$ cat config.mk
export PLATFORM = sky130hd
export DESIGN_NAME = monitor_list_stream_parser
export DESIGN_NICKNAME = d
export VERILOG_FILES = /design/src/design/mlsp_pkg.sv /design/src/design/mlsp_in_reg.sv /design/src/design/mlsp_core.sv /design/src/design/mlsp_out_reg.sv /design/src/design/monitor_list_stream_parser.sv
export VERILOG_INCLUDE_DIRS = /design/src /design/src/design
export SDC_FILE = /design/constraint.sdc
export NUM_CORES = 1
export LEC_CHECK = 0
export BUFFER_PORTS_ARGS = -buffer_cell sky130_fd_sc_hd__buf_2
export CAP_MARGIN = 20
export CORE_UTILIZATION = 57
export DETAILED_ROUTE_END_ITERATION = 10
export PLACE_DENSITY = 0.79
export SETUP_SLACK_MARGIN = 0.4
export SLEW_MARGIN = 20
export SYNTH_ARGS = -nofsm -noshare
export SYNTH_HDL_FRONTEND = slang
export SYNTH_SLANG_ARGS = --single-unit
$ cat constraint.sdc
create_clock -name clk_i -period 11.98 [get_ports clk_i]
set_input_delay 2.995 -clock clk_i [delete_from_list [all_inputs] [get_ports clk_i]]
set_output_delay 2.995 -clock clk_i [all_outputs]
set_load 0.05 [all_outputs]
$ cat src/design/monitor_list_stream_parser_defines.svh
// assertion macros used by the monitor list stream parser core
`ifndef MONITOR_LIST_STREAM_PARSER_DEFINES_SVH
`define MONITOR_LIST_STREAM_PARSER_DEFINES_SVH

// property checked on every rising edge of clk_i outside of reset
`define MLSP_ASSERT(lbl, prop, msg) \
  lbl: assert property (@(posedge clk_i) disable iff (!rst_ni) (prop)) else $error(msg);

// property checked on every rising edge of clk_i, reset included
`define MLSP_ASSERT_ALWAYS(lbl, prop, msg) \
  lbl: assert property (@(posedge clk_i) (prop)) else $error(msg);

`endif

$ cat src/design/mlsp_pkg.sv
// types and constants of the monitor list stream parser
package mlsp_pkg;

  // fixed header bytes kept before the name length byte arrives
  localparam int StoredLen = 17;

  typedef enum logic [1:0] {
    PH_COUNT = 2'd0,
    PH_FIXED = 2'd1,
    PH_NAME  = 2'd2,
    PH_DONE  = 2'd3
  } phase_e;

  typedef enum logic [1:0] {
    KIND_HDR   = 2'd0,
    KIND_NAME  = 2'd1,
    KIND_OK    = 2'd2,
    KIND_TRUNC = 2'd3
  } kind_e;

  typedef struct packed {
    logic       action;
    logic [7:0] data_byte;
  } item_t;

  typedef struct packed {
    kind_e              kind;
    logic [7:0]         record_index;
    logic signed [31:0] pos_x;
    logic signed [31:0] pos_y;
    logic signed [31:0] size_w;
    logic signed [31:0] size_h;
    logic               is_primary;
    logic [7:0]         label_len;
    logic [7:0]         label_char;
    logic [7:0]         char_pos;
  } res_t;

endpackage

$ cat src/design/mlsp_in_reg.sv
// input register stage of the monitor list stream parser
module mlsp_in_reg (
  input  logic          clk_i,
  input  logic          rst_ni,
  input  logic          s_vld_i,
  output logic          s_rdy_o,
  input  mlsp_pkg::item_t s_item_i,
  input  logic          take_i,
  output logic          vld_o,
  output mlsp_pkg::item_t item_o
);

  logic            vld_q, vld_d;
  mlsp_pkg::item_t item_q;
  logic            accept;

  assign s_rdy_o = !vld_q || take_i;
  assign accept  = s_vld_i && s_rdy_o;

  always_comb begin
    vld_d = vld_q;
    if (accept) begin
      vld_d = 1'b1;
    end else if (take_i) begin
      vld_d = 1'b0;
    end
  end

  always_ff @(posedge clk_i or negedge rst_ni) begin
    if (!rst_ni) begin
      vld_q <= 1'b0;
    end else begin
      vld_q <= vld_d;
    end
  end

  always_ff @(posedge clk_i) begin
    if (accept) begin
      item_q <= s_item_i;
    end
  end

  assign vld_o  = vld_q;
  assign item_o = item_q;

endmodule

$ cat src/design/mlsp_core.sv
// record parser: phase tracking, header byte shift line and result forming
`include "monitor_list_stream_parser_defines.svh"

module mlsp_core (
  input  logic            clk_i,
  input  logic            rst_ni,
  input  logic            in_vld_i,
  input  mlsp_pkg::item_t item_i,
  input  logic            out_free_i,
  output logic            take_o,
  output logic            res_vld_o,
  output mlsp_pkg::res_t  res_o
);

  mlsp_pkg::phase_e phase_q, phase_d;
  logic [7:0] rec_left_q, rec_left_d;
  logic [7:0] cur_q, cur_d;
  logic [4:0] fixed_cnt_q, fixed_cnt_d;
  logic [7:0] name_left_q, name_left_d;
  logic [7:0] name_pos_q, name_pos_d;
  logic [7:0] hdr_q [mlsp_pkg::StoredLen];
  logic       shift_en;
  logic [7:0] rec_left_dec;
  logic [7:0] name_left_dec;
  logic [7:0] b;

  assign take_o        = in_vld_i && out_free_i;
  assign b             = item_i.data_byte;
  assign rec_left_dec  = rec_left_q - 8'd1;
  assign name_left_dec = name_left_q - 8'd1;

  always_comb begin
    phase_d     = phase_q;
    rec_left_d  = rec_left_q;
    cur_d       = cur_q;
    fixed_cnt_d = fixed_cnt_q;
    name_left_d = name_left_q;
    name_pos_d  = name_pos_q;
    shift_en    = 1'b0;
    res_vld_o   = 1'b0;
    res_o       = '0;
    if (take_o) begin
      if (item_i.action) begin
        res_vld_o          = 1'b1;
        res_o.kind         = (phase_q == mlsp_pkg::PH_DONE) ? mlsp_pkg::KIND_OK
                                                            : mlsp_pkg::KIND_TRUNC;
        res_o.record_index = cur_q;
        phase_d     = mlsp_pkg::PH_COUNT;
        rec_left_d  = '0;
        cur_d       = '0;
        fixed_cnt_d = '0;
        name_left_d = '0;
        name_pos_d  = '0;
      end else begin
        unique case (phase_q)
          mlsp_pkg::PH_COUNT: begin
            rec_left_d  = b;
            cur_d       = '0;
            fixed_cnt_d = '0;
            phase_d     = (b == 8'd0) ? mlsp_pkg::PH_DONE : mlsp_pkg::PH_FIXED;
          end
          mlsp_pkg::PH_FIXED: begin
            if (fixed_cnt_q < 5'(mlsp_pkg::StoredLen)) begin
              shift_en    = 1'b1;
              fixed_cnt_d = fixed_cnt_q + 5'd1;
            end else begin
              // name length byte closes the header
              res_vld_o          = 1'b1;
              res_o.kind         = mlsp_pkg::KIND_HDR;
              res_o.record_index = cur_q;
              res_o.pos_x        = {hdr_q[0], hdr_q[1], hdr_q[2], hdr_q[3]};
              res_o.pos_y        = {hdr_q[4], hdr_q[5], hdr_q[6], hdr_q[7]};
              res_o.size_w       = {hdr_q[8], hdr_q[9], hdr_q[10], hdr_q[11]};
              res_o.size_h       = {hdr_q[12], hdr_q[13], hdr_q[14], hdr_q[15]};
              res_o.is_primary   = (hdr_q[16] != 8'd0);
              res_o.label_len    = b;
              fixed_cnt_d        = '0;
              if (b == 8'd0) begin
                rec_left_d = rec_left_dec;
                cur_d      = cur_q + 8'd1;
                phase_d    = (rec_left_dec == 8'd0) ? mlsp_pkg::PH_DONE
                                                    : mlsp_pkg::PH_FIXED;
              end else begin
                name_left_d = b;
                name_pos_d  = '0;
                phase_d     = mlsp_pkg::PH_NAME;
              end
            end
          end
          mlsp_pkg::PH_NAME: begin
            res_vld_o          = 1'b1;
            res_o.kind         = mlsp_pkg::KIND_NAME;
            res_o.record_index = cur_q;
            res_o.label_char   = b;
            res_o.char_pos     = name_pos_q;
            name_pos_d         = name_pos_q + 8'd1;
            name_left_d        = name_left_dec;
            if (name_left_dec == 8'd0) begin
              rec_left_d  = rec_left_dec;
              cur_d       = cur_q + 8'd1;
              fixed_cnt_d = '0;
              phase_d     = (rec_left_dec == 8'd0) ? mlsp_pkg::PH_DONE
                                                   : mlsp_pkg::PH_FIXED;
            end
          end
          mlsp_pkg::PH_DONE: begin
            // trailing bytes are dropped
          end
          default: begin
          end
        endcase
      end
    end
  end

  always_ff @(posedge clk_i or negedge rst_ni) begin
    if (!rst_ni) begin
      phase_q     <= mlsp_pkg::PH_COUNT;
      rec_left_q  <= '0;
      cur_q       <= '0;
      fixed_cnt_q <= '0;
      name_left_q <= '0;
      name_pos_q  <= '0;
    end else begin
      phase_q     <= phase_d;
      rec_left_q  <= rec_left_d;
      cur_q       <= cur_d;
      fixed_cnt_q <= fixed_cnt_d;
      name_left_q <= name_left_d;
      name_pos_q  <= name_pos_d;
    end
  end

  // oldest header byte ends up at index 0
  always_ff @(posedge clk_i) begin
    if (shift_en) begin
      for (int i = 0; i < mlsp_pkg::StoredLen - 1; i++) begin
        hdr_q[i] <= hdr_q[i+1];
      end
      hdr_q[mlsp_pkg::StoredLen-1] <= b;
    end
  end

  `MLSP_ASSERT(a_cnt_range, fixed_cnt_q <= 5'(mlsp_pkg::StoredLen), "header count overrun")
  `MLSP_ASSERT(a_name_left, (phase_q == mlsp_pkg::PH_NAME) |-> (name_left_q != 8'd0), "empty name phase")
  `MLSP_ASSERT(a_res_slot, res_vld_o |-> out_free_i, "result formed without a free slot")
  `MLSP_ASSERT(a_end_reset, (take_o && item_i.action) |=> (phase_q == mlsp_pkg::PH_COUNT && cur_q == 8'd0), "end item left state behind")

endmodule

$ cat src/design/mlsp_out_reg.sv
// result register stage of the monitor list stream parser
module mlsp_out_reg (
  input  logic           clk_i,
  input  logic           rst_ni,
  input  logic           load_i,
  input  mlsp_pkg::res_t res_i,
  output logic           free_o,
  output logic           m_vld_o,
  input  logic           m_rdy_i,
  output mlsp_pkg::res_t m_res_o
);

  logic           vld_q, vld_d;
  mlsp_pkg::res_t res_q;

  assign free_o = !vld_q || m_rdy_i;

  always_comb begin
    vld_d = vld_q;
    if (load_i) begin
      vld_d = 1'b1;
    end else if (m_rdy_i) begin
      vld_d = 1'b0;
    end
  end

  always_ff @(posedge clk_i or negedge rst_ni) begin
    if (!rst_ni) begin
      vld_q <= 1'b0;
    end else begin
      vld_q <= vld_d;
    end
  end

  always_ff @(posedge clk_i) begin
    if (load_i) begin
      res_q <= res_i;
    end
  end

  assign m_vld_o = vld_q;
  assign m_res_o = res_q;

endmodule

$ cat src/design/monitor_list_stream_parser.sv
// top level of the monitor list stream parser
//
//  channel | direction | tdata                  | tuser
//  s_*     | in        | data_byte [7:0]        | action [0]
//  m_*     | out       | result fields, 168 bit | kind [1:0]
//
// one item per cycle while the result side keeps up: an accepted byte is held in the input
// register, then the parser decides and writes the result register
// result valid is registered and rises when the parser writes the result register
// the parser holds every byte, even one that yields no result, while the result
// register is full and not being drained
// reset clears phase, counters and valid flags; the header shift line is not reset
// an end of buffer item returns the parser to its reset state
module monitor_list_stream_parser (
  input  logic         clk_i,
  input  logic         rst_ni,
  input  logic         s_tvalid_i,
  output logic         s_tready_o,
  input  logic [7:0]   s_tdata_i,   // [7:0] data_byte
  input  logic [0:0]   s_tuser_i,   // [0] action
  output logic         m_tvalid_o,
  input  logic         m_tready_i,
  // [7:0] record_index, [39:8] pos_x, [71:40] pos_y, [103:72] size_w,
  // [135:104] size_h, [136] is_primary, [144:137] label_len,
  // [152:145] label_char, [160:153] char_pos, [167:161] zero
  output logic [167:0] m_tdata_o,
  output logic [1:0]   m_tuser_o    // [1:0] kind
);

  mlsp_pkg::item_t s_item;
  mlsp_pkg::item_t item;
  mlsp_pkg::res_t  res;
  mlsp_pkg::res_t  m_res;
  logic            in_vld;
  logic            take;
  logic            res_vld;
  logic            out_free;

  assign s_item.action    = s_tuser_i[0];
  assign s_item.data_byte = s_tdata_i;

  // input register
  mlsp_in_reg u_in_reg (
    .clk_i    (clk_i),
    .rst_ni   (rst_ni),
    .s_vld_i  (s_tvalid_i),
    .s_rdy_o  (s_tready_o),
    .s_item_i (s_item),
    .take_i   (take),
    .vld_o    (in_vld),
    .item_o   (item)
  );

  // parse state and result forming
  mlsp_core u_core (
    .clk_i      (clk_i),
    .rst_ni     (rst_ni),
    .in_vld_i   (in_vld),
    .item_i     (item),
    .out_free_i (out_free),
    .take_o     (take),
    .res_vld_o  (res_vld),
    .res_o      (res)
  );

  // result register, loaded only when a result is formed
  mlsp_out_reg u_out_reg (
    .clk_i   (clk_i),
    .rst_ni  (rst_ni),
    .load_i  (res_vld),
    .res_i   (res),
    .free_o  (out_free),
    .m_vld_o (m_tvalid_o),
    .m_rdy_i (m_tready_i),
    .m_res_o (m_res)
  );

  assign m_tuser_o = m_res.kind;
  assign m_tdata_o = {7'd0, m_res.char_pos, m_res.label_char, m_res.label_len,
                      m_res.is_primary, m_res.size_h, m_res.size_w, m_res.pos_y,
                      m_res.pos_x, m_res.record_index};

endmodule

# [Yosys cells after proc, flatten, opt, wreduce, memory -nomap -nowiden]
# Memories as Yosys holds them, arrays and structs flattened.
# Index checks and enable logic that the tools add are counted.
[classes] add_sub_neg=5 eq_ne=7 n_lt_le_gt_ge=1 mux=47 bitwise_logic=3 reduce_logical=21
[ops] op="145-bit two-way mux" count=1
[ops] op="8-bit two-way mux" count=14
[ops] op="8-bit case mux with 3 select lines" count=2
[ops] op="8-bit case mux with 2 select lines" count=2
[ops] op="8-bit zero test" count=3
[ops] op="10-bit case mux with 2 select lines" count=1
[ops] op="8-bit by 1-bit adder with 8-bit output (second input constant)" count=2
[ops] op="8-bit by 1-bit subtractor with 8-bit output (second input constant)" count=2
[ops] op="5-bit two-way mux" count=3
[ops] op="5-bit case mux with 3 select lines" count=1
[ops] op="1-bit two-way mux" count=14
[ops] op="2-bit two-way mux" count=6
[ops] op="10-bit two-way mux" count=1
[ops] op="4-bit AND reduction" count=2
[ops] op="8-bit nonzero test" count=1
[ops] op="3-bit by 2-bit != test with 1-bit output (second input constant)" count=2
[ops] op="3-bit != test (second input constant)" count=2
[ops] op="2-bit case mux with 3 select lines" count=1
[ops] op="5-bit by 1-bit adder with 5-bit output (second input constant)" count=1
[ops] op="5-bit less-than comparator (second input constant)" count=1
[ops] op="5-bit AND reduction" count=1
[ops] op="2-bit equality test (second input constant)" count=2
[ops] op="2-bit nonzero test" count=2
[ops] op="4-bit nonzero test" count=1
[ops] op="11 further kinds" count=16
[word_totals] ramBits=136 memories=1 reg_bits=213 in_bits=13 elab_cells=105
[mem_list] name="u_core.hdr_q" words=17 word_bits=8 rd=17 rd_clocked_by_memory_dff=0 write_ports=17 line="mlsp_core.sv:21" text="logic [7:0] hdr_q [mlsp_pkg::StoredLen];"

# [Depth between registers and ports, before layout]
# Gate-level depths: netlist (run 1).
[logic_depth] word_depth=7 depth_mapped=9 ltp_nobuf=7

# [Hierarchy]
# From an unflattened synthesis (run 1), not the netlist that was laid out.
[unflattened] hier_cells=787 area_unflattened_um2=12937.4
[by_module_without_submodules] module="mlsp_core" seq_area_each_um2=5059.9 instances=1 cells_each=600 area_per_inst_um2=7614.8
[by_module_without_submodules] module="mlsp_out_reg" seq_area_each_um2=4919.7 instances=1 cells_each=166 area_per_inst_um2=4942.2
[by_module_without_submodules] module="mlsp_in_reg" seq_area_each_um2=295.3 instances=1 cells_each=13 area_per_inst_um2=324.1
[by_module_without_submodules] module="monitor_list_stream_parser" seq_area_each_um2=0.0 instances=1 cells_each=8 area_per_inst_um2=56.3

# [Worst setup path before layout (run 1)]
# OpenSTA, ideal clock, no wires.
[synth_timing] kind="input-to-reg" start="input port m_tready_i" end="register u_out_reg.res_q, in the netlist u_out_reg.m_res_o[153], data pin" required_time_ns=11.796 n_path_buf=1 setup_ns=0.184 path_slack_ns=0.882 stages=5 arrival_time_ns=10.914 cell_sequence="nand2b_1 > nand2_1 > clkbuf_1 > nor2_1 > and2_1"
[synth_between] elab_chain_len=2
[synth_rtl] element="start, declared" line="monitor_list_stream_parser.sv:22" text="input logic m_tready_i,"
[synth_rtl] element="1-bit logical OR" line="mlsp_out_reg.sv:16" text="assign free_o = !vld_q || m_rdy_i;"
[synth_rtl] element="1-bit logical AND" line="mlsp_core.sv:27" text="assign take_o = in_vld_i && out_free_i;"
[synth_rtl] element="end signal, assigned" line="mlsp_out_reg.sv:37" text="res_q <= res_i;"
[synth_rtl] element="end, declared" line="mlsp_out_reg.sv:14" text="mlsp_pkg::res_t res_q;"
# Every way passes these cells.
# A chain may end at the register's enable or synchronous reset.

# [Worst setup path in the final report (run 1)]
[layout_timing] start="input port m_tready_i" end="output port s_tready_o"
[layout_between] elab_chain_len=3
[layout_rtl] element="1-bit logical OR" line="mlsp_out_reg.sv:16"
[layout_rtl] element="1-bit logical AND" line="mlsp_core.sv:27"
[layout_rtl] element="1-bit logical OR" line="mlsp_in_reg.sv:17" text="assign s_rdy_o = !vld_q || take_i;"
[layout_rtl] element="end, declared" line="monitor_list_stream_parser.sv:18" text="output logic s_tready_o,"
# Every way passes these cells.

==> results of run 1 <==
layout make-up:
| cell class | instances | area [um2] |
|---|---|---|
| Sequential cell | 349 | 10270 |
| Fill cell | 1440 | 7197 |
| Multi-Input combinational cell | 424 | 2666 |
| Timing Repair Buffer | 186 | 985.9 |
| Clock buffer | 44 | 950.9 |
| Tap cell | 285 | 356.6 |
| Clock inverter | 18 | 152.6 |
| Inverter | 15 | 56.30 |
layer usage:
layer | global-route usage, % | part of all wire, %
met1 | 27.87 | 42
met2 | 33.48 | 48
met3 | 4.002 | 7.2
met4 | 7.000 | 2.4
met5 | 0 | 0
Yosys cell counts, drive strengths merged (2+ instances only):
| cell | count | area share, % |
|---|---|---|
| xnor2 | 3 | 0.20 |
| nor2 | 32 | 0.92 |
| inv | 15 | 0.43 |
| a211o | 2 | 0.13 |
| nor3b | 2 | 0.11 |
| o2111ai | 3 | 0.20 |
| o31ai | 16 | 0.92 |
| or3 | 3 | 0.14 |
| a31oi | 5 | 0.24 |
| a211oi | 4 | 0.23 |
| mux2 | 3 | 0.26 |
| clkbuf | 29 | 0.84 |
| edfxtp | 308 | 70 |
| nor4 | 12 | 0.57 |
| nand4 | 2 | 0.095 |
| o41ai | 5 | 0.39 |
| nand3 | 18 | 0.69 |
| nand2b | 17 | 0.81 |
| and3 | 28 | 1.3 |
| and2 | 147 | 7.0 |
| a41o | 3 | 0.23 |
| o221ai | 2 | 0.13 |
| buf | 9 | 0.47 |
| a21oi | 10 | 0.38 |
| a221o | 4 | 0.31 |
| ha | 10 | 0.95 |
| nor3 | 8 | 0.31 |
| or4 | 4 | 0.23 |
| nand2 | 20 | 0.59 |
| dfrtp | 41 | 7.8 |
| o22ai | 3 | 0.14 |
| a41oi | 4 | 0.27 |
| o21ai | 32 | 1.2 |
cells in the final DEF, fill, tap and decap left out, drive strengths merged, types with 4 or more instances in the layout:
master	synthesis	layout
a31oi	5	5
ha	10	10
nand2b	17	17
nor4	12	12
or4	4	4
and3	28	28
a41oi	4	4
o31ai	16	16
nand3	18	18
nor2	32	32
and2	147	147
a221o	4	4
buf	9	186
clkbuf	29	44
nor3	8	8
nand2	20	20
a211oi	4	4
a21oi	10	10
o41ai	5	5
o21ai	32	32
conb	1	7
clkinv	0	13
inv	15	16
dfrtp	41	41
edfxtp	308	308
metrics by stage:
step | instances | hold WS, ns | cell area (um2) | setup WS (ns) | total power, mW
after floorplan | 826 | 0.4174 | 13150 | 0.8824 | 2.004
after global placement | 1257 | 0.4191 | 14290 | 5.488 | 2.103
after detailed placement | 1257 | 0.4226 | 14290 | 5.466 | 2.121
after CTS | 1319 | 0.4332 | 15400 | 5.463 | 3.163
after global routing | 1321 | 0.4386 | 15440 | 5.416 | 3.272
final | 1321 | 0.4299 | 15440 | 5.463 | 3.148
worst max-delay path by stage:
stage,start,slack [ns],end,depth (start not counted)
3_5_place_dp,m_tready_i,5.47,s_tready_o,3
6_report,m_tready_i,5.46,s_tready_o,3
3_3_place_gp,m_tready_i,5.49,s_tready_o,3
4_1_cts,m_tready_i,5.46,s_tready_o,3
2_1_floorplan,m_tready_i,0.88,u_out_reg.m_res_o[153],5
5_1_grt,m_tready_i,5.42,s_tready_o,3
critical path, stage by stage:
cell	delay, ns
buf_2	0.10
nand3b_1	0.19
buf_2	0.24
report_power, final:
part           internal, mW  switching [mW]
clock network         0.608           0.431
registers              1.47          0.0748
logic                 0.144           0.421
total                  2.22           0.928
registers in the layout, summed over array words and instances, names as in the netlist:
| register | flops |
|---|---|
| u_core.hdr_q | 136 |
| u_core.name_pos_q | 8 |
| u_in_reg.item_o | 9 |
| u_core.phase_q | 2 |
| u_core.name_left_q | 8 |
| u_in_reg.vld_o | 1 |
| u_core.fixed_cnt_q | 5 |
| u_core.cur_q | 8 |
| u_core.rec_left_q | 8 |
| u_out_reg.m_res_o | 163 |
| u_out_reg.m_vld_o | 1 |
logic make-up (layout without fill, tap and decap cells):
logic type | count (synthesis) | in the layout | share of synthesized area, %
other cells | 1 | 7 | 0.02857
flops | 349 | 349 | 78.28
simple gates | 298 | 298 | 13.11
mux | 4 | 4 | 0.3336
xor+xnor | 3 | 3 | 0.2002
buf+inv | 53 | 263 | 1.735
fa+ha+maj | 10 | 10 | 0.9532
compound gates | 102 | 102 | 5.367
==> results.json, run 1 <==
{
  "diodes": 0,
  "avgSynthCellArea_um2": 16.01,
  "tightest_slew_ns": 1.056,
  "start_kind": "input port",
  "fin_setup_tns_ns": 0,
  "grt_first_pass_wirelength_um": 37500,
  "finalSetupViolCount": 0,
  "period_share_pct": 54.40,
  "slew_violations": 0,
  "pin_count": 185,
  "place_congestion": 0.8518,
  "wl_um": 24210,
  "maxCapViolCount": 0,
  "routed_via_density": 5.634,
  "ys.flop_type": "edfxtp_1",
  "via_count": 7443,
  "antenna_found_initial": 0,
  "cellPowerDensity_mw_per_mm2": 203.8,
  "ant_nets": 0,
  "drive_gt1_share_pct": 23.55,
  "critical_path_arrival_ns": 3.52,
  "ys_ff_latch": 349,
  "core_area_mm2": 0.02264,
  "fp-row-count": 55,
  "grt_max_degree": 131,
  "rr_startpoint": "u_core.phase_q[1]",
  "skew_ns": 0.01890,
  "ff2ff_setup_slack_ns": 8.59,
  "p_leak_nw": 5.941,
  "syn_area_mm2": 0.01313,
  "status": "complete, no violations",
  "hold_viol": 0,
  "hp-start": "u_core.hdr_q[0][117]",
  "post-route-util_pct": 68.21,
  "post_drt_wl_per_cell_um": 18.32,
  "cts_setup_buffers": 0,
  "synth_edf_count": 308,
  "clock_latency_ns": 0.51,
  "hold_depth": 0,
  "dpl.hpwl_um": 14950,
  "grt_pass1_vias": 7118,
  "die_w_um": 153.8,
  "clockBufferDepth": 3,
  "port_buffers": 177,
  "required_ns": 8.99,
  "clkSlewWorstSetupHoldPaths_ns": 0.06,
  "r2r-end": "u_core.hdr_q[0][1]",
  "synthToLayoutAreaGrowth_pct": 17.65,
  "crit_fanout": 3,
  "cts_resized": 0,
  "r2r_cells": 8,
  "grt_util_all_layers_pct": 20.50,
  "die-area_mm2": 0.02364,
  "fin_crit_ns": 6.517,
  "rsz0062_at_grt": "false",
  "max_freq_mhz": 153.4,
  "hold_buffers": 0,
  "seq_area_frac_synth_pct": 78.28,
  "h-tree-depth": 2,
  "crit_type": "in -> out",
  "min_to": "u_core.hdr_q[0][109]",
  "hp-class": "reg -> reg",
  "synth_cell_types": 55,
  "drtIter0Drc": 759,
  "cts.sinks": 349,
  "start_util_pct": 57.98,
  "synth_warnings": 0,
  "cts_buffers": 35,
  "netlist_instances": 820,
  "fin_nets": 1034,
  "drc_errors": 0,
  "endpoint_kind": "output port",
  "async_flop_share_pct": 11.75,
  "cts_tree": "built",
  "die_height_um": 153.8,
  "dr.pass1.iters": 7,
  "grt-ovfl-total": 0,
  "clockRootBuffer": "clkbuf_16",
  "ir_drop_mv": 0.1475,
  "slew_headroom_pct": 29.61
}
Power figures use the tool's default switching activity.
==> run 2: changes to the inputs <==
- ABC_AREA: unset -> 1
- clock period: 11.98 -> 6.36 ns (I/O delays scaled with it)
==> run 2 against run 1 <==
Effect of this change:
- final area up 1.2%
- non-clock buffer count down 3
- worst hold slack better by 0.015 ns
- power up 110%
- count of clock-buffer cells in the layout down 4
- sequential share of layout area down 0.76 points
- global-route usage down 0.095 points
- cell count up 17%
- die area up 0.79%
- synthesized area up 0.80%
- register-to-register slack worse by 5.7 ns
- largest cell class unchanged
- highest routed layer unchanged
==> results.json, run 2 <==
{
  "cts_tree": "built",
  "rsz0062_at_grt": "false",
  "required_ns": 6.49,
  "seq_area_frac_synth_pct": 77.65,
  "avgSynthCellArea_um2": 12.85,
  "yosysTopAreaCellShare_pct": 69.90,
  "internal_power_mw": 4.407,
  "synth_most_common_cell": "edfxtp_1",
  "drtIter0Drc": 623,
  "multi_input_area_mm2": 0.002136,
  "fillCellCount": 1541,
  "die_w_um": 154.4,
  "switching_share_pct": 31.74,
  "fp-row-count": 55,
  "die_height_um": 154.4,
  "routed_via_density": 5.116,
  "skew_ns": 0.005878,
  "timing.hold.ws_ns": 0.4449,
  "final_common_cell": "edfxtp_1",
  "p_sw_mw": 2.049,
  "grt-ovfl-total": 0,
  "critical_path_arrival_ns": 3.97,
  "fin_setup_tns_ns": 0,
  "largest_reg_flops": 163,
  "core_area_mm2": 0.02271,
  "antenna_found_initial": 0,
  "finalSetupViolCount": 0,
  "hp-class": "reg -> reg",
  "slew_violations": 0,
  "slew_headroom_pct": 29.03,
  "final_cell_area_mm2": 0.01562,
  "grt_first_pass_wirelength_um": 37360,
  "clock_latency_ns": 0.51,
  "crit_type": "in -> reg",
  "grt_util_all_layers_pct": 20.41,
  "clockBufferDepth": 3,
  "seqCellArea_mm2": 0.01027,
  "p_comb_share_pct": 20.8,
  "via_count": 7879,
  "hold_buffers": 0,
  "status": "complete, no violations",
  "syn_area_mm2": 0.01323,
  "max_freq_mhz": 260.4,
  "async_flop_share_pct": 11.75,
  "clockRootBuffer": "clkbuf_16",
  "hold_depth": 0,
  "tightest_slew_ns": 1.065,
  "maxCapViolCount": 0,
  "start_util_pct": 58.26,
  "ir_drop_mv": 0.2754,
  "h-tree-depth": 2,
  "cts_resized": 0,
  "synthToLayoutAreaGrowth_pct": 18.07,
  "period_share_pct": 60.38,
  "synth_commonest_cells": "308 x edfxtp_1, 204 x nor2_1, 190 x inv_1",
  "cts_buffers": 35,
  "port_buffers": 177,
  "crit_fanout": 78,
  "fin_crit_ns": 3.840,
  "pwr-share-clk_pct": 32.7,
  "hold_viol": 0,
  "grt_max_degree": 84,
  "wl_um": 24430,
  "grt_pass1_vias": 7427,
  "synth_area_leaders": "edfxtp_1 70%, dfrtp_1 7.8%, nor2_1 5.8%, inv_1 5.4%, nand2_1 3.7%",
  "pin_count": 185,
  "hp-start": "u_core.hdr_q[0][125]",
  "synth_cell_types": 35,
  "r2r_cells": 7,
  "post_drt_wl_per_cell_um": 15.86,
  "netlist_instances": 1030,
  "ff2ff_setup_slack_ns": 2.88,
  "seqPwrFrac_pct": 46.5,
  "rr_startpoint": "u_core.phase_q[0]",
  "ys.flop_type": "edfxtp_1",
  "p_leak_nw": 6.619,
  "endpoint_kind": "flop",
  "synth_edf_count": 308,
  "drive_gt1_share_pct": 20.08,
  "cts.sinks": 349,
  "cts_setup_buffers": 0,
  "place_congestion": 0.8410,
  "r2r-end": "u_out_reg.m_res_o[147]",
  "place_area_mm2": 0.01442,
  "synth_warnings": 0,
  "start_kind": "input port",
  "die-area_mm2": 0.02383,
  "dr.pass1.iters": 5,
  "min_to": "u_core.hdr_q[0][117]",
  "diodes": 0,
  "ys_ff_latch": 349,
  "fin_nets": 1251,
  "drc_errors": 0,
  "dpl.hpwl_um": 15310,
  "cellPowerDensity_mw_per_mm2": 413.2,
  "yosys.area.top_type": "edfxtp_1",
  "clkSlewWorstSetupHoldPaths_ns": 0.06,
  "layout_common_cells": "308 x edfxtp_1, 203 x nor2_1, 189 x inv_1",
  "ant_nets": 0
}
run 2: worst max path at each step:
stage,from,end,slack (ns),depth (start not counted)
after floorplan,m_tready_i,u_core.hdr_q[0][0],0.44,4
after global placement,m_tready_i,u_out_reg.m_res_o[108],2.15,8
after detailed placement,m_tready_i,u_out_reg.m_res_o[140],2.01,8
after CTS,m_tready_i,u_out_reg.m_res_o[114],2.55,8
after global routing,m_tready_i,u_out_reg.m_res_o[112],2.29,8
final,m_tready_i,u_out_reg.m_res_o[147],2.52,8
run 2: per-layer routing:
layer	track usage [%]	up-vias	routed length [um]
li1	-	3751	-
met1	26.45	3786	10170
met2	34.63	296	12120
met3	4.091	46	1569
met4	7.166	0	566
met5	0	-	0
run 2: power groups by stage:
stage / logic [mW] / clock network, mW / registers (mW)
floorplan: 0.619 / 0 / 3.46
global placement: 1.31 / 0 / 3.04
detailed placement: 1.34 / 0 / 3.04
CTS: 1.35 / 2.15 / 3.00
global route: 1.46 / 2.23 / 3.03
finish: 1.35 / 2.11 / 3.00
run 2: area by class of cell:
type                            instances  area share, %
Multi-Input combinational cell        467          13.67
Sequential cell                       349          65.77
Timing Repair Buffer                  183          5.959
Inverter                              192          4.637
Tap cell                              285          2.283
Clock buffer                           40          5.999
Clock inverter                         24          1.682
run 2: logic make-up after synthesis:
family / Yosys count / synth area share (%)
and+or+nand+nor: 395 / 12.36
xor gates and xnor gates: 9 / 0.5958
AOI/OAI and AO/OA: 46 / 1.891
buffers and inverters: 220 / 6.525
DFF: 349 / 77.65
other: 1 / 0.02834
adders and majority gates: 10 / 0.9456
run 2: critical path, cell delays in order:
cell and delay [ns]:
buf_2 0.08, inv_1 0.05, nand2_1 0.08, nand2_1 0.25
nor2_1 0.22, o211ai_1 0.36, clkinvlp_4 0.45, buf_4 0.81
run 2: per-stage QoR:
step / cells / total power, mW / setup WS [ns] / utilization (%)
floorplan: 1036 / 4.081 / 0.4381 / -
global route: 1540 / 6.717 / 2.295 / 68.79
finish: 1540 / 6.455 / 2.520 / 68.79
detailed placement: 1476 / 4.384 / 2.010 / 63.51
global placement: 1476 / 4.347 / 2.146 / 63.51
CTS: 1540 / 6.498 / 2.546 / 68.79
